$ cat config.mk
export PLATFORM = sky130hd
export DESIGN_NAME = pump_relay_sequencer_and_monitor_unit
export DESIGN_NICKNAME = d
export VERILOG_FILES = /design/src/prsm_pkg.sv /design/src/pump_relay_sequencer_and_monitor_unit.sv
export SDC_FILE = /design/constraint.sdc
export NUM_CORES = 1
export LEC_CHECK = 0
export ABC_AREA = 1
export BUFFER_PORTS_ARGS = -buffer_cell sky130_fd_sc_hd__clkbuf_2
export CORE_MARGIN = 2
export CORE_UTILIZATION = 63
export CTS_CLUSTER_DIAMETER = 120
export DETAILED_ROUTE_END_ITERATION = 12
export PLACE_DENSITY_LB_ADDON = 0.05
export SLEW_MARGIN = 10
export SYNTH_ARGS = -nofsm -noshare
export SYNTH_HDL_FRONTEND = slang
export SYNTH_SLANG_ARGS = --single-unit
$ cat constraint.sdc
create_clock -name clk_i -period 5.7 [get_ports clk_i]
set_clock_uncertainty 0.15 [all_clocks]
set_input_delay 1.14 -clock clk_i [delete_from_list [all_inputs] [get_ports clk_i]]
set_output_delay 1.14 -clock clk_i [all_outputs]
set_load 0.01 [all_outputs]
$ cat src/prsm_pkg.sv
package prsm_pkg;

  // Time base and reported time width
  localparam int unsigned TIME_WIDTH_DEF = 32;
  localparam int unsigned OUT_TIME_W     = 32;

  // Configuration register widths and port shape
  localparam int unsigned MARGIN_W    = 8;
  localparam int unsigned TIMER_W     = 24;
  localparam int unsigned CFG_DATA_W  = 24;
  localparam int unsigned CFG_INDEX_W = 2;

  // Configuration register indexes
  localparam logic [CFG_INDEX_W-1:0] CFG_SWITCH_MARGIN = 2'd0;
  localparam logic [CFG_INDEX_W-1:0] CFG_MIN_STOP      = 2'd1;
  localparam logic [CFG_INDEX_W-1:0] CFG_MAX_RUN       = 2'd2;

  // Configuration reset values
  localparam logic [MARGIN_W-1:0] MARGIN_RST   = 8'd5;
  localparam logic [TIMER_W-1:0]  MIN_STOP_RST = 24'd6000;
  localparam logic [TIMER_W-1:0]  MAX_RUN_RST  = 24'd60000;

  // Event flag bit positions
  localparam int unsigned EVENT_W       = 6;
  localparam int unsigned EV_START      = 0;
  localparam int unsigned EV_STOP       = 1;
  localparam int unsigned EV_TOO_FREQ   = 2;
  localparam int unsigned EV_RUN_LONG   = 3;
  localparam int unsigned EV_FLOW_PULSE = 4;
  localparam int unsigned EV_BUTTON     = 5;

  // Three-sample history patterns (oldest sample in the MSB)
  localparam int unsigned HIST_W = 3;
  localparam logic [HIST_W-1:0] HIST_ALL_HIGH = 3'b111;
  localparam logic [HIST_W-1:0] HIST_ALL_LOW  = 3'b000;
  localparam logic [HIST_W-1:0] HIST_ROSE     = 3'b011;
  localparam logic [HIST_W-1:0] HIST_FELL     = 3'b100;

  // Run-timer value loaded at pump start
  localparam logic [TIMER_W-1:0] ON_TIMER_START = 24'd2;

endpackage

$ cat src/pump_relay_sequencer_and_monitor_unit.sv
// Pump relay sequencer and monitor: one item per 10 ms tick.
// The result is registered and is valid in the cycle after the input is accepted.
// Throughput: one item per cycle; the input stays ready while the result
// register is empty or is being taken in the same cycle.
// Reset (rst_ni low, asynchronous): sequencer off, histories all ones, on timer
// and reported times cleared except the shortest on time, which with the off timer is all ones.
module pump_relay_sequencer_and_monitor_unit #(
  parameter int unsigned TIME_WIDTH = prsm_pkg::TIME_WIDTH_DEF
) (
  input  logic                               clk_i,
  input  logic                               rst_ni,
  // configuration write port
  input  logic                               cfg_we_i,
  input  logic [prsm_pkg::CFG_INDEX_W-1:0]   cfg_index_i,
  input  logic [prsm_pkg::CFG_DATA_W-1:0]    cfg_data_i,
  // input item channel
  input  logic                               in_valid_i,
  output logic                               in_ready_o,
  input  logic                               flow_level_i,
  input  logic                               power_level_i,
  input  logic                               button_level_i,
  input  logic                               pump_request_i,
  // result item channel
  output logic                               out_valid_o,
  input  logic                               out_ready_i,
  output logic                               relay_drive_o,
  output logic                               triac_gate_level_o,
  output logic                               pump_energized_o,
  output logic                               pump_running_o,
  output logic [prsm_pkg::EVENT_W-1:0]       event_flags_o,
  output logic [prsm_pkg::OUT_TIME_W-1:0]    run_time_since_pulse_o,
  output logic [prsm_pkg::OUT_TIME_W-1:0]    time_since_start_o,
  output logic [prsm_pkg::OUT_TIME_W-1:0]    longest_on_o,
  output logic [prsm_pkg::OUT_TIME_W-1:0]    shortest_on_o
);

  localparam int unsigned TW  = TIME_WIDTH;
  localparam int unsigned TMW = prsm_pkg::TIMER_W;
  localparam int unsigned HW  = prsm_pkg::HIST_W;

  typedef enum logic [2:0] {
    SEQ_OFF         = 3'd0,
    SEQ_TRIAC_MAKE  = 3'd1,
    SEQ_RELAY_MAKE  = 3'd2,
    SEQ_ON          = 3'd3,
    SEQ_TRIAC_BREAK = 3'd4,
    SEQ_RELAY_BREAK = 3'd5
  } seq_state_e;

  // Configuration registers
  logic [prsm_pkg::MARGIN_W-1:0] margin_q;
  logic [TMW-1:0]                min_stop_q;
  logic [TMW-1:0]                max_run_q;

  // Block state
  seq_state_e         seq_state_q, seq_state_d;
  logic [TW-1:0]      now_q;
  logic [TW-1:0]      seq_mark_q, seq_mark_d;
  logic               energized_q, energized_d;
  logic [HW-1:0]      flow_hist_q, flow_hist_d;
  logic [HW-1:0]      power_hist_q, power_hist_d;
  logic [HW-1:0]      button_hist_q, button_hist_d;
  logic [TMW-1:0]     on_timer_q, on_timer_d;
  logic [TMW-1:0]     off_timer_q, off_timer_d;
  logic               running_q, running_d;
  logic [TW-1:0]      on_acc_q, on_acc_d;
  logic [TW-1:0]      accum_start_q, accum_start_d;
  logic [TW-1:0]      pure_start_q, pure_start_d;
  logic [TW-1:0]      max_on_q, max_on_d;
  logic [TW-1:0]      min_on_q, min_on_d;
  logic [TW-1:0]      rep_acc_q, rep_acc_d;
  logic [TW-1:0]      rep_tss_q, rep_tss_d;
  logic [TW-1:0]      rep_max_q, rep_max_d;
  logic [TW-1:0]      rep_min_q, rep_min_d;

  // Result register
  logic                          out_valid_q;
  logic [prsm_pkg::EVENT_W-1:0]  events_q, events_d;

  // Shared arithmetic
  logic [TW-1:0]  margin_diff;
  logic           margin_passed;
  logic [TW-1:0]  acc_sum;
  logic [TW-1:0]  run_diff;

  // Sequencer side results
  logic           make_phase;
  logic           break_done;
  logic           energized_s;
  logic [TW-1:0]  max_on_s, min_on_s;
  logic [TMW-1:0] on_timer_inc;
  logic [TMW:0]   off_limit;

  logic accept;

  assign in_ready_o = ~out_valid_q | out_ready_i;
  assign accept     = in_valid_i & in_ready_o;

  assign margin_diff   = now_q - seq_mark_q;
  assign margin_passed = margin_diff > TW'(margin_q);
  assign acc_sum       = on_acc_q + now_q - accum_start_q;
  assign run_diff      = now_q - pure_start_q;
  assign on_timer_inc  = on_timer_q + TMW'(1);
  assign off_limit     = {1'b0, min_stop_q} + (TMW+1)'(1);

  // Step the make/break sequencer
  always_comb begin
    seq_state_d  = seq_state_q;
    seq_mark_d   = seq_mark_q;
    energized_s  = energized_q;
    pure_start_d = pure_start_q;
    make_phase   = 1'b0;
    break_done   = 1'b0;
    max_on_s     = max_on_q;
    min_on_s     = min_on_q;
    unique case (seq_state_q)
      SEQ_OFF: begin
        if (pump_request_i) begin
          // fresh mark: margin cannot pass in this tick
          seq_mark_d   = now_q;
          seq_state_d  = SEQ_TRIAC_MAKE;
          energized_s  = 1'b1;
          pure_start_d = now_q;
          make_phase   = 1'b1;
        end
      end
      SEQ_TRIAC_MAKE: begin
        energized_s  = 1'b1;
        pure_start_d = now_q;
        make_phase   = 1'b1;
        if (margin_passed) begin
          seq_state_d = SEQ_RELAY_MAKE;
          seq_mark_d  = now_q;
        end
      end
      SEQ_RELAY_MAKE: begin
        if (margin_passed) begin
          seq_state_d = SEQ_ON;
        end
      end
      SEQ_ON: begin
        if (!pump_request_i) begin
          seq_mark_d  = now_q;
          seq_state_d = SEQ_TRIAC_BREAK;
        end
      end
      SEQ_TRIAC_BREAK: begin
        if (margin_passed) begin
          seq_state_d = SEQ_RELAY_BREAK;
          seq_mark_d  = now_q;
        end
      end
      SEQ_RELAY_BREAK: begin
        if (margin_passed) begin
          seq_state_d = SEQ_OFF;
          energized_s = 1'b0;
          break_done  = 1'b1;
        end
        if (run_diff > max_on_q) begin
          max_on_s = run_diff;
        end
        if (run_diff < min_on_q) begin
          min_on_s = run_diff;
        end
      end
      default: begin
        // unused codes behave like off
        seq_state_d = SEQ_OFF;
        if (pump_request_i) begin
          seq_mark_d   = now_q;
          seq_state_d  = SEQ_TRIAC_MAKE;
          energized_s  = 1'b1;
          pure_start_d = now_q;
          make_phase   = 1'b1;
        end
      end
    endcase
  end

  // Qualify inputs, flag events, update timers and reported times
  always_comb begin
    flow_hist_d   = {flow_hist_q[HW-2:0], flow_level_i};
    power_hist_d  = {power_hist_q[HW-2:0], power_level_i};
    button_hist_d = {button_hist_q[HW-2:0], button_level_i};

    events_d      = '0;
    energized_d   = energized_s;
    accum_start_d = make_phase ? now_q : accum_start_q;
    on_acc_d      = break_done ? acc_sum : on_acc_q;
    max_on_d      = max_on_s;
    min_on_d      = min_on_s;
    rep_acc_d     = rep_acc_q;
    rep_tss_d     = rep_tss_q;
    rep_max_d     = rep_max_q;
    rep_min_d     = rep_min_q;
    on_timer_d    = on_timer_q;
    off_timer_d   = off_timer_q;
    running_d     = running_q;

    if (button_hist_d == prsm_pkg::HIST_FELL) begin
      events_d[prsm_pkg::EV_BUTTON] = 1'b1;
    end

    // Flow pulse: latch the interval figures and restart the interval
    if (flow_hist_d == prsm_pkg::HIST_ROSE) begin
      if (break_done || (energized_s && !make_phase)) begin
        rep_acc_d = acc_sum;
      end else begin
        rep_acc_d = on_acc_q;
      end
      if (!energized_s) begin
        rep_tss_d = '0;
      end else if (make_phase || run_diff == '0) begin
        rep_tss_d = TW'(1);
      end else begin
        rep_tss_d = run_diff;
      end
      rep_max_d     = max_on_s;
      rep_min_d     = min_on_s;
      accum_start_d = now_q;
      on_acc_d      = '0;
      max_on_d      = '0;
      min_on_d      = '1;
      events_d[prsm_pkg::EV_FLOW_PULSE] = 1'b1;
    end

    // Power sense: start, run, stop, idle; bounce patterns hold
    case (power_hist_d)
      prsm_pkg::HIST_FELL: begin
        on_timer_d = prsm_pkg::ON_TIMER_START;
        events_d[prsm_pkg::EV_START] = 1'b1;
        if (off_timer_q < min_stop_q) begin
          events_d[prsm_pkg::EV_TOO_FREQ] = 1'b1;
        end
        running_d = 1'b1;
      end
      prsm_pkg::HIST_ALL_LOW: begin
        if (on_timer_q != '1) begin
          on_timer_d = on_timer_inc;
          if (on_timer_inc == max_run_q) begin
            events_d[prsm_pkg::EV_RUN_LONG] = 1'b1;
          end
        end
        running_d = 1'b1;
      end
      prsm_pkg::HIST_ROSE: begin
        events_d[prsm_pkg::EV_STOP] = 1'b1;
        off_timer_d = '0;
        running_d   = 1'b0;
      end
      prsm_pkg::HIST_ALL_HIGH: begin
        running_d = 1'b0;
        if (({1'b0, off_timer_q} < off_limit) && (off_timer_q != '1)) begin
          off_timer_d = off_timer_q + TMW'(1);
        end
      end
      default: begin
      end
    endcase
  end

  // Take configuration writes; ignore unknown indexes
  always_ff @(posedge clk_i or negedge rst_ni) begin
    if (!rst_ni) begin
      margin_q   <= prsm_pkg::MARGIN_RST;
      min_stop_q <= prsm_pkg::MIN_STOP_RST;
      max_run_q  <= prsm_pkg::MAX_RUN_RST;
    end else if (cfg_we_i) begin
      unique case (cfg_index_i)
        prsm_pkg::CFG_SWITCH_MARGIN: margin_q   <= cfg_data_i[prsm_pkg::MARGIN_W-1:0];
        prsm_pkg::CFG_MIN_STOP:      min_stop_q <= cfg_data_i[TMW-1:0];
        prsm_pkg::CFG_MAX_RUN:       max_run_q  <= cfg_data_i[TMW-1:0];
        default: begin
        end
      endcase
    end
  end

  // Hold state and advance it on each accepted item
  always_ff @(posedge clk_i or negedge rst_ni) begin
    if (!rst_ni) begin
      seq_state_q   <= SEQ_OFF;
      now_q         <= '0;
      seq_mark_q    <= '0;
      energized_q   <= 1'b0;
      flow_hist_q   <= prsm_pkg::HIST_ALL_HIGH;
      power_hist_q  <= prsm_pkg::HIST_ALL_HIGH;
      button_hist_q <= prsm_pkg::HIST_ALL_HIGH;
      on_timer_q    <= '0;
      off_timer_q   <= '1;
      running_q     <= 1'b0;
      on_acc_q      <= '0;
      accum_start_q <= '0;
      pure_start_q  <= '0;
      max_on_q      <= '0;
      min_on_q      <= '1;
      rep_acc_q     <= '0;
      rep_tss_q     <= '0;
      rep_max_q     <= '0;
      rep_min_q     <= '1;
      events_q      <= '0;
    end else if (accept) begin
      seq_state_q   <= seq_state_d;
      now_q         <= now_q + TW'(1);
      seq_mark_q    <= seq_mark_d;
      energized_q   <= energized_d;
      flow_hist_q   <= flow_hist_d;
      power_hist_q  <= power_hist_d;
      button_hist_q <= button_hist_d;
      on_timer_q    <= on_timer_d;
      off_timer_q   <= off_timer_d;
      running_q     <= running_d;
      on_acc_q      <= on_acc_d;
      accum_start_q <= accum_start_d;
      pure_start_q  <= pure_start_d;
      max_on_q      <= max_on_d;
      min_on_q      <= min_on_d;
      rep_acc_q     <= rep_acc_d;
      rep_tss_q     <= rep_tss_d;
      rep_max_q     <= rep_max_d;
      rep_min_q     <= rep_min_d;
      events_q      <= events_d;
    end
  end

  // Hold the result valid until it is taken
  always_ff @(posedge clk_i or negedge rst_ni) begin
    if (!rst_ni) begin
      out_valid_q <= 1'b0;
    end else if (accept) begin
      out_valid_q <= 1'b1;
    end else if (out_ready_i) begin
      out_valid_q <= 1'b0;
    end
  end

  // Drive result fields from the registered state
  always_comb begin
    relay_drive_o      = 1'b0;
    triac_gate_level_o = 1'b1;
    unique case (seq_state_q)
      SEQ_TRIAC_MAKE:  begin relay_drive_o = 1'b0; triac_gate_level_o = 1'b0; end
      SEQ_RELAY_MAKE:  begin relay_drive_o = 1'b1; triac_gate_level_o = 1'b0; end
      SEQ_ON:          begin relay_drive_o = 1'b1; triac_gate_level_o = 1'b1; end
      SEQ_TRIAC_BREAK: begin relay_drive_o = 1'b1; triac_gate_level_o = 1'b0; end
      SEQ_RELAY_BREAK: begin relay_drive_o = 1'b0; triac_gate_level_o = 1'b0; end
      default:         begin relay_drive_o = 1'b0; triac_gate_level_o = 1'b1; end
    endcase
  end

  assign out_valid_o            = out_valid_q;
  assign pump_energized_o       = energized_q;
  assign pump_running_o         = running_q;
  assign event_flags_o          = events_q;
  assign run_time_since_pulse_o = prsm_pkg::OUT_TIME_W'(rep_acc_q);
  assign time_since_start_o     = prsm_pkg::OUT_TIME_W'(rep_tss_q);
  assign longest_on_o           = prsm_pkg::OUT_TIME_W'(rep_max_q);
  assign shortest_on_o          = prsm_pkg::OUT_TIME_W'(rep_min_q);

endmodule

---- After elaboration in Yosys (flattened, before gate mapping) ----
Index checks and enable logic that the tools add are counted.
cells by class
  add/sub/neg operators ................... 8
  reductions and logical operators ........ 36
  mux-type cells .......................... 51
  bitwise operators ....................... 5
  magnitude comparators ................... 5
  equality and inequality tests ........... 24
operators by type and width
  kind                   count
  $mux 32                16
  $pmux 24 s2            2
  $pmux 32 s3            1
  $sub 32x32->32         3
  $pmux 32 s2            1
  $add 24x1->24 const B  2
  $mux 24                2
  $ne 24x24->1 const B   2
  $add 32x1->32 const B  1
  $add 32x32->32         1
  $gt 32x32->1           1
  $gt 32x8->1            1
  $logic_not 32->1       1
  $lt 32x32->1           1
  $add 24x1->25 const B  1
  $lt 24x25->1           1
  $eq 24x24->1           1
  $lt 24x24->1           1
  $mux 1                 19
  $mux 3                 6
  $pmux 3 s6             1
  $ne 2x2->1 const B     8
  $eq 3x3->1 const B     5
  $reduce_and 2->1       7
  other kinds (23)       44
storage, ports and cells
  bits in registers ....................... 474
  output and inout port bits .............. 140
  logic and storage cells ................. 153

---- Longest topological paths before layout ----
Gate-level depths: netlist of the first run.
  word-level depth ........................ 7
  mapped depth ............................ 31
  mapped depth without buffers ............ 30

---- Worst setup path before layout of the first run ----
OpenSTA, ideal clock, no wires.
  kind .................................... register to register
  start point ............................. reg now_q[0]
  end point ............................... reg max_on_q[5]
  cell stages (with the launch flop) ...... 27
  arrival ................................. 3.728 ns
  library setup time ...................... 0.141 ns
  data required time ...................... 5.409 ns
  path slack .............................. 1.681 ns
  buffers on the path ..................... 1
  cell sequence ........................... dfrtp_1 > inv_1 > ha_1 > inv_1 > fa_1 > nand3_1 > nand2_1 > a21oi_2 > inv_1 > nand2_1 > nand2_1 > a21oi_1 > xor2_1 > ha_1 > nand2_1 > o21ai_0 > nand3_1 > nand2_1 > nand2_1 > a21oi_1 > a21oi_1 > o2111ai_1 > nand2_1 > clkbuf_1 > nand2_1 > o21ai_0 > o22ai_1
between the ends
  word-level cells in the longest chain between the ends .. 5
RTL lines
  what                      RTL line                                      RTL
  start: declaration        pump_relay_sequencer_and_monitor_unit.sv:57   logic [TW-1:0] now_q;
  start signal: assignment  pump_relay_sequencer_and_monitor_unit.sv:304  now_q <= now_q + TW'(1);
  $sub 32x32->32 *          pump_relay_sequencer_and_monitor_unit.sv:102  assign run_diff = now_q - pure_start_q;
  $gt 32x32->1              pump_relay_sequencer_and_monitor_unit.sv:159  if (run_diff > max_on_q) begin
  $mux 32 *                 pump_relay_sequencer_and_monitor_unit.sv:159
  $mux 32 *                 pump_relay_sequencer_and_monitor_unit.sv:116  unique case (seq_state_q)
  $mux 32 *                 pump_relay_sequencer_and_monitor_unit.sv:205  if (flow_hist_d == prsm_pkg::HIST_ROSE) begin
  end signal: assignment    pump_relay_sequencer_and_monitor_unit.sv:316  max_on_q <= max_on_d;
  end: declaration          pump_relay_sequencer_and_monitor_unit.sv:69   logic [TW-1:0] max_on_q, max_on_d;
Every way passes the cells marked *; elsewhere a longest branch is shown, timed or not.
A chain may end at the register's enable or synchronous reset.

---- Final worst setup path of the first run ----
  start point ............................. reg now_q[0]
  end point ............................... reg rep_acc_q[29], in the netlist run_time_since_pulse_o[29]
between the ends
  word-level cells in the longest chain between the ends .. 7
  elaborated cells on any way between the ends .. 11
  classes of those cells .................. 3 x add/sub; 1 x order compare; 5 x mux; 2 x reduce/logical
RTL lines
  what                    RTL line                                      RTL
  $sub 32x32->32          pump_relay_sequencer_and_monitor_unit.sv:99   assign margin_diff = now_q - seq_mark_q;
  $gt 32x8->1             pump_relay_sequencer_and_monitor_unit.sv:100  assign margin_passed = margin_diff > TW'(margin_q);
  $mux 1                  pump_relay_sequencer_and_monitor_unit.sv:154  if (margin_passed) begin
  $pmux 1 s3              pump_relay_sequencer_and_monitor_unit.sv:116
  $logic_and 1x1->1       pump_relay_sequencer_and_monitor_unit.sv:206  if (break_done || (energized_s && !make_phase)) begin
  $logic_or 1x1->1        pump_relay_sequencer_and_monitor_unit.sv:206
  $mux 32 *               pump_relay_sequencer_and_monitor_unit.sv:206
  end signal: assignment  pump_relay_sequencer_and_monitor_unit.sv:318  rep_acc_q <= rep_acc_d;
  end: declaration        pump_relay_sequencer_and_monitor_unit.sv:71   logic [TW-1:0] rep_acc_q, rep_acc_d;
Marks and branches as above.

==> reports/summary.log, run 1 <==
[status] run status complete, no violations
[global_routing] global-route wire length before repair 133 mm
[layout] final design utilization 0.702
[synthesis] Net Count, Synth 4365
[synthesis] leading cell types by count after synthesis nand2_1 (1099), inv_1 (651), dfrtp_1 (364)
[synthesis] largest area contributor in the netlist dfrtp_1
[timing] slew at the pin closest to its max-slew limit 1.14 ns
[synthesis] proportion of synthesized chip area in sequential cells 0.389
[global_routing] antenna violations before repair 3
[timing] setup TNS 0 ns
[timing] # setup viols final 0
[floorplan] overall die width 225 um
[clocking] deepest clock path buffer count 3
[route] number of DRC markers in iteration 0 2380
[route] Vias per Instance 5.56
[route] number of iterations in the first detailed-routing pass 6
[synthesis] number of enable-type register cells in the synthesized netlist 0
[layout] layout cell share with drive strength beyond 1 0.110
[timing] share of the clock period used by the worst path 0.894
[clocking] number of sinks driven by the clock tree 474
[clocking] CTS Hold Buffers Added 0
[critical_path] delay of the slowest cell on the worst path 0.42 ns
[global_routing] leftover overflow at the end of global routing 0
[synthesis] library cell with the highest instance count after synthesis nand2_1
[route] vias post-DR 27200
[critical_path] Max FO, Critical Path 33
[power_and_ir_drop] power per cell area 649 mW/mm2
[layout] signed area change from the synthesized netlist to the final layout 10.8%
[clocking] TritonCTS buffer count 51
[synthesis] biggest area contributors in the synthesized netlist dfrtp_1 (30%), nand2_1 (13%), dfstp_2 (9.4%)
[global_routing] pin count of the biggest net entering global routing 115
[critical_path] type of element launching the critical path flip-flop
[clocking] Clk pin slew, worst setup/hold paths 0.06 ns
[synthesis] number of synthesis warnings 0
[route] count of nets left with antenna violations after detail routing 0
[route] Routed WL per cell 16.8 um
[power_and_ir_drop] total design power 22.2 mW
[power_and_ir_drop] sequential cell fraction of total power 0.242
[synthesis] proportion of netlist area held by the largest area contributor 0.295
[timing] maximum clock rate 196 MHz
[placed_design] routability congestion estimate 0.994
[route] post-route DRC violation count 0
[route] Total Wirelength 82.4 mm
[power_and_ir_drop] Clk pwr share 0.160
[floorplan] Initial Util 0.634
[power_and_ir_drop] standby leakage power 17.9 nW
[timing] number of pins with negative max-slew slack in the final report 0
[synthesis] synthesized area 0.0308 mm2
[critical_path] Worst Setup End Kind flip-flop
[power_and_ir_drop] Cell Int Power 11.3 mW
[global_routing] via count of the first global-routing pass 25300
[critical_path] slowest cell on the critical path nand2_4
[floorplan] die extent in y 225 um
[timing] RSZ-0062 raised after global routing no
[timing] post-layout min period 5.09 ns
[synthesis] synth unique cells 60
[critical_path] arrival time of data at the critical path endpoint 5.43 ns
[global_routing] global-route usage over all layers 0.328
[power_and_ir_drop] worst vdd ir 0.000467 V
[floorplan] DIE AREA 0.0507 mm2
[clocking] buffer cell driving the clock tree root clkbuf_16
[placed_design] half-perimeter wire length of the detailed placement result 61.0 mm
[timing] Worst slew margin 0.240
[floorplan] Rows 81
[layout] antenna fix cells 0
[hold_path] path category of the worst min-delay check reg -> reg
[clocking] postcts setup bufs 0
[layout] fillers 4101
[critical_path] Worst Setup Path Type reg -> reg
[floorplan] CORE AREA 0.0486 mm2
[clocking] CTS H-tree lvls 2
[power_and_ir_drop] sw power 10.8 mW
[clocking] Gates resized, CTS repair 0
[synthesis] most common flop cell mapped by yosys dfrtp_1
[job] number of maximum-capacitance constraint violations 0
[synthesis] cell count after synthesis 4078
[power_and_ir_drop] Sw Ratio 0.488
[critical_path] CP dominant cell by count nand2_1
[clocking] TritonCTS clock tree done
[critical_path] WP data required 6.04 ns
[synthesis] post-synthesis register bit count 474
[layout] nets 4518
[synthesis] Post-Synthesis Mean Instance Area 7.56 um2
[synthesis] fraction of synthesis flops using an asynchronous set or reset pin 1.00
[placed_design] port bufs 174
[timing] Hold Fails Final Rpt 0
[clocking] latest clock arrival within the worst-skew pair 0.63 ns
[power_and_ir_drop] combinational cell fraction of total power 0.599
[floorplan] I/O pin count 175
## cells in the final DEF (no fill, tap or decap), types with 10 or more instances in the layout
cell	Yosys	layout
nor4_1	19	19
nand4_1	41	41
nand2_1	1099	1097
dfstp_2	110	110
xnor2_1	28	28
fa_1	33	33
inv_1	651	650
o21ai_1	43	43
ha_1	219	219
clkbuf_2	0	173
nand3_1	206	205
clkbuf_1	81	11
nor3_1	43	43
nor2_1	235	234
clkinv_2	1	12
a21o_1	16	16
xor2_1	120	120
a31oi_1	16	16
a21oi_1	183	183
clkbuf_16	0	51
buf_4	5	41
nor2_2	11	11
nand3_2	9	10
o21ai_0	323	323
dfrtp_1	364	364
o31ai_1	12	12
o22ai_1	74	74
## metal layers
metal  wire, um  track usage  vias to the layer above
met5         12            0                        -
met4       2660        0.108                        2
met3       6010       0.0571                      158
met2      36100        0.502                      878
met1      37600        0.473                    12700
li1           -            -                    13400
## final timing paths
check	end	startpoint	slack (ns)	cells after the start
worst max register to register	run_time_since_pulse_o[29]	now_q[0]	0.61	30
max in group asynchronous	run_time_since_pulse_o[25]	rst_ni	3.77	2
worst min-delay path	shortest_on_o[24]	shortest_on_o[24]	0.32	2
min in group asynchronous	min_stop_q[11]	rst_ni	0.42	1
worst max-delay path	run_time_since_pulse_o[29]	now_q[0]	0.61	30
worst min register to register	shortest_on_o[24]	shortest_on_o[24]	0.32	2
## sequential cells by signal (all words and copies together) (netlist names), 6 cells and up
register                cells
max_on_q                   32
time_since_start_o         32
on_timer_q                 24
event_flags_o               6
pure_start_q               32
accum_start_q              32
min_stop_q                 24
on_acc_q                   32
shortest_on_o              32
max_run_q                  24
margin_q                    8
now_q                      32
min_on_q                   32
run_time_since_pulse_o     32
longest_on_o               32
off_timer_q                24
seq_mark_q                 32
## per-stage QoR
step                setup slack [ns]  cell area [um2]  std cells  hold slack (ns)
floorplan                       1.68            30800       4078            0.298
global placement               0.689            32400       4800            0.306
detailed placement             0.652            32400       4800            0.309
CTS                            0.608            34200       4896            0.320
global route                   0.169            34200       4896            0.330
finish                         0.607            34200       4896            0.319
## critical path, delay by kind of cell, from the launching register on
kind | cells | cell delay (ns)
AND/OR/NAND/NOR | 23 | 3.05
adder cells (fa/ha/maj) | 3 | 0.89
flip-flops | 1 | 0.39
buffers and inverters | 3 | 0.35
XOR/XNOR | 1 | 0.09
## final cells by class
class                           count  area [um2]  area share
Timing Repair Buffer              219        1270      0.0371
Clock inverter                     29         397      0.0116
Sequential cell                   474       12000       0.351
Tap cell                          622         778      0.0228
Inverter                          655        2470      0.0722
Clock buffer                       67        1390      0.0406
Multi-Input combinational cell   2830       15900       0.464
## power by group through the flow
stage	Clock, mW	Combinational (mW)	Sequential [mW]
2_1_floorplan	0	9.09	5.42
3_3_place_gp	0	12.8	5.37
3_5_place_dp	0	13.0	5.38
4_1_cts	3.58	13.1	5.35
5_1_grt	3.71	15.0	5.49
6_report	3.54	13.3	5.36
## logic make-up after synthesis
family                     Yosys count  share of synthesized area
buffers and inverters              774                     0.0969
DFF                                474                      0.389
adders and majority gates          252                      0.110
and+or+nand+nor                   1702                      0.231
AOI/OAI and AO/OA                  727                      0.130
xor gates and xnor gates           149                     0.0426
No activity file was read; power rests on OpenSTA's default activity.
==> run 2, diff against run 1 <==
ABC_AREA = not set   (was 1)
CORE_UTILIZATION = 62   (was 63)
==> run 2 against run 1 <==
Synthesized cell count decreased by 23%. Sequential power decreased by 3%. Combinational power decreased by 9.8%. Largest cell class unchanged. Largest power group unchanged. Final area decreased by 1.4%. Non-clock buffer count increased by 45. Area after synthesis decreased by 3.3%. First-iteration DRC count decreased by 23%.
==> reports/summary.log, run 2 <==
[status] run status complete, no violations [unchanged]
[floorplan] overall die width 223 um [was 225 um]
[global_routing] global-route wire length before repair 131 mm [was 133 mm]
[power_and_ir_drop] worst vdd ir 0.000603 V [was 0.000467 V]
[global_routing] pin count of the biggest net entering global routing 117 [was 115]
[route] Routed WL per cell 20.1 um [was 16.8 um]
[layout] nets 3621 [was 4518]
[power_and_ir_drop] Sw Ratio 0.441 [was 0.488]
[placed_design] half-perimeter wire length of the detailed placement result 59.5 mm [was 61.0 mm]
[critical_path] Worst Setup End Kind flip-flop [unchanged]
[route] Vias per Instance 6.18 [was 5.56]
[route] count of nets left with antenna violations after detail routing 0 [unchanged]
[clocking] buffer cell driving the clock tree root clkbuf_16 [unchanged]
[critical_path] depth of the critical timing path with buffers and inverters included 23 [was 30]
[critical_path] delay of the slowest cell on the worst path 0.49 ns [was 0.42 ns]
[global_routing] global-route usage over all layers 0.325 [was 0.328]
[synthesis] cell count after synthesis 3151 [was 4078]
[floorplan] DIE AREA 0.0498 mm2 [was 0.0507 mm2]
[timing] final worst setup slack 0.151 ns [was 0.607 ns]
[route] number of DRC markers in iteration 0 1840 [was 2380]
[synthesis] number of synthesis warnings 0 [unchanged]
[placed_design] routability congestion estimate 0.961 [was 0.994]
[floorplan] die extent in y 223 um [was 225 um]
[clocking] CTS Hold Buffers Added 0 [unchanged]
[synthesis] proportion of synthesized chip area in sequential cells 0.403 [was 0.389]
[synthesis] Net Count, Synth 3438 [was 4365]
[layout] antenna fix cells 0 [unchanged]
[synthesis] synthesized area 0.0298 mm2 [was 0.0308 mm2]
[synthesis] proportion of netlist area held by the largest area contributor 0.306 [was 0.295]
[route] post-route DRC violation count 0 [unchanged]
[power_and_ir_drop] standby leakage power 16.5 nW [was 17.9 nW]
[clocking] deepest clock path buffer count 3 [unchanged]
[timing] Worst slew margin 0.239 [was 0.240]
[route] vias post-DR 24700 [was 27200]
[layout] layout cell share with drive strength beyond 1 0.169 [was 0.110]
[synthesis] fraction of synthesis flops using an asynchronous set or reset pin 1.00 [unchanged]
[layout] leading cell types in the layout, fill and taps excluded dfrtp_1 (364), nand2_1 (322), inv_1 (305) [was nand2_1 (1097), inv_1 (650), dfrtp_1 (364)]
[hold_path] path category of the worst min-delay check reg -> reg [unchanged]
[critical_path] type of element launching the critical path flip-flop [unchanged]
[floorplan] I/O pin count 175 [unchanged]
[route] Total Wirelength 80.4 mm [was 82.4 mm]
[placed_design] post-placement worst setup slack 0.0764 ns [was 0.652 ns]
[layout] final design utilization 0.707 [was 0.702]
[critical_path] Max FO, Critical Path 7 [was 33]
[placed_design] port bufs 174 [unchanged]
[critical_path] kind of cell adding the most delay to the critical path compound AO/OA/AOI/OAI gates [was simple AND/OR/NAND/NOR gates]
[hold_path] Cells on Worst Hold Path 2 [unchanged]
[clocking] CTS H-tree lvls 2 [unchanged]
[route] number of iterations in the first detailed-routing pass 5 [was 6]
[global_routing] via count of the first global-routing pass 24600 [was 25300]
[power_and_ir_drop] Clk pwr share 0.165 [was 0.160]
[synthesis] area fraction in and, or, nand and nor cells after synthesis 0.129 [was 0.231]
[synthesis] main combinational cell family by area after synthesis compound AO/OA/AOI/OAI gates [was simple AND/OR/NAND/NOR gates]
[layout] signed area change from the synthesized netlist to the final layout 12.9% [was 10.8%]
[synthesis] largest area contributor in the netlist dfrtp_1 [unchanged]
[clocking] TritonCTS buffer count 51 [unchanged]
[critical_path] arrival time of data at the critical path endpoint 5.83 ns [was 5.43 ns]
[critical_path] CP dominant cell by count a21o_1 [was nand2_1]
[synthesis] library cell with the highest instance count after synthesis dfrtp_1 [was nand2_1]
[synthesis] most common flop cell mapped by yosys dfrtp_1 [unchanged]
[clocking] Clk pin slew, worst setup/hold paths 0.06 ns [about the same]
[synthesis] biggest area contributors in the synthesized netlist dfrtp_1 (31%), dfstp_2 (9.7%), ha_1 (9.2%) [was dfrtp_1 (30%), nand2_1 (13%), dfstp_2 (9.4%)]
[timing] # setup viols final 0 [unchanged]
[synthesis] proportion of synthesized area in mux cells 0.0651 [was 0]
[critical_path] depth of the worst register-to-register path 23 [was 30]
[power_and_ir_drop] combinational cell fraction of total power 0.583 [was 0.599]
[power_and_ir_drop] Cell Int Power 11.5 mW [was 11.3 mW]
[timing] post-layout min period 5.55 ns [was 5.09 ns]
[critical_path] slowest cell on the critical path o41ai_4 [was nand2_4]
[synthesis] adder and majority gate portion of the synthesized area 0.114 [was 0.110]
[synthesis] leading cell types by count after synthesis dfrtp_1 (364), nand2_1 (324), inv_1 (306) [was nand2_1 (1099), inv_1 (651), dfrtp_1 (364)]
[critical_path] cell-by-cell listing of the critical path inv_2 -> ha_1 -> nor2b_1 -> o31a_1 -> o41ai_4 -> o311ai_2 -> buf_4 -> or2_1 -> a21oi_2 -> xnor2_1 -> ha_1 -> a21o_1 -> a21o_1 -> a21o_1 -> a21o_1 -> a21o_1 -> a21oi_1 -> o221a_2 -> nor2_1 -> nor2_4 -> buf_12 -> mux2i_4 -> o21ai_0
[global_routing] leftover overflow at the end of global routing 0 [unchanged]
[power_and_ir_drop] sw power 9.11 mW [was 10.8 mW]
[floorplan] Rows 80 [was 81]
[job] number of maximum-capacitance constraint violations 0 [unchanged]
[synthesis] post-synthesis register bit count 474 [unchanged]
[floorplan] CORE AREA 0.0476 mm2 [was 0.0486 mm2]
[floorplan] Initial Util 0.626 [was 0.634]
[timing] slew at the pin closest to its max-slew limit 1.14 ns [about the same]
[global_routing] antenna violations before repair 0 [was 3]
[power_and_ir_drop] sequential cell fraction of total power 0.252 [was 0.242]
[clocking] latest clock arrival within the worst-skew pair 0.61 ns [was 0.63 ns]
[timing] Hold Fails Final Rpt 0 [unchanged]
[layout] most common cell after layout, fill and taps aside dfrtp_1 [was nand2_1]
[timing] number of pins with negative max-slew slack in the final report 0 [unchanged]
[synthesis] number of enable-type register cells in the synthesized netlist 0 [unchanged]
[critical_path] Worst Setup Path Type reg -> reg [unchanged]
[timing] maximum clock rate 180 MHz [was 196 MHz]
[synthesis] compound-cell area share of the yosys netlist 0.186 [was 0.130]
[clocking] TritonCTS clock tree done [unchanged]
[synthesis] synth unique cells 89 [was 60]
[synthesis] Post-Synth XOR/XNOR Area 0.0464 [was 0.0426]
[clocking] number of sinks driven by the clock tree 474 [unchanged]
[critical_path] count of buffer and inverter cells on the critical path 3 [unchanged]
[power_and_ir_drop] power per cell area 613 mW/mm2 [was 649 mW/mm2]
[timing] share of the clock period used by the worst path 0.974 [was 0.894]
[critical_path] WP data required 5.98 ns [was 6.04 ns]
[synthesis] Post-Synthesis Mean Instance Area 9.46 um2 [was 7.56 um2]
run 2: cell count changes after synthesis, moves of 73 or more:
cell / before / now
nor2_1: 235 / 137
xor2_1: 120 / 35
a22o_1: 0 / 92
nand3_1: 206 / 62
inv_1: 651 / 306
xnor2_1: 28 / 123
nand2_1: 1099 / 324
mux2i_1: 0 / 131
o21ai_0: 323 / 250
run 2: final timing paths:
check                            startpoint  slack, ns               end
hold reg to reg            button_hist_q[1]       0.31  button_hist_q[1]
max in group asynchronous            rst_ni       3.80      max_on_q[19]
setup reg to reg            pure_start_q[1]       0.15  longest_on_o[22]
min in group asynchronous            rst_ni       0.44    on_timer_q[18]
hold / removal             button_hist_q[1]       0.31  button_hist_q[1]
setup / recovery            pure_start_q[1]       0.15  longest_on_o[22]
run 2: layer usage:
layer	share of wire	vias up	global-route usage
li1	-	11500	-
met1	0.44	12100	0.441
met2	0.48	824	0.543
met3	0.052	182	0.0350
met4	0.036	0	0.118
met5	0	-	0
run 2: what timing repair did:
action / 4_1_cts / 5_1_grt
setup buffers: 0 / 10
resized for setup: 0 / 27
endpoints found under the setup margin: 0 / 128
run 2: layout make-up:
class | count | area [um2]
clock buffer | 75 | 1500
clock inverter | 18 | 224
fill | 3711 | 14000
inverter | 306 | 1150
multi-input combinational | 2237 | 16300
sequential | 474 | 12000
tap | 615 | 769
timing repair buffer | 264 | 1750
run 2: power groups by stage:
stage | logic, mW | registers (mW) | clock network [mW]
2_1_floorplan | 7.84 | 5.22 | 0
4_1_cts | 11.7 | 5.19 | 3.45
3_5_place_dp | 11.6 | 5.24 | 0
5_1_grt | 13.3 | 5.32 | 3.56
6_report | 12.0 | 5.21 | 3.40
3_3_place_gp | 11.3 | 5.19 | 0
run 2: metrics by stage:
stage                     setup TNS [ns]  instance area (um2)  cells  power (mW)  hold slack (ns)
after floorplan                    -1.04                29800   3151        13.1            0.289
after global placement                 0                31600   3882        16.4            0.295
after detailed placement               0                31600   3882        16.8            0.303
after CTS                              0                33400   3975        20.4            0.312
after global routing             -0.0426                33700   3989        22.2            0.340
final                                  0                33700   3989        20.6            0.311
run 2: worst min-delay path, delay by kind of cell, from the launching register on:
kind	cells	cell delay, ns
AND/OR/NAND/NOR	2	0.10
flip-flops	1	0.37
run 2: cell families after synthesis:
family	count (synthesis)
adder cells (fa/ha/maj)	252
AND/OR/NAND/NOR	802
XOR/XNOR	158
multiplexers	187
flip-flops	474
AO/OA/AOI/OAI	838
buffers and inverters	440
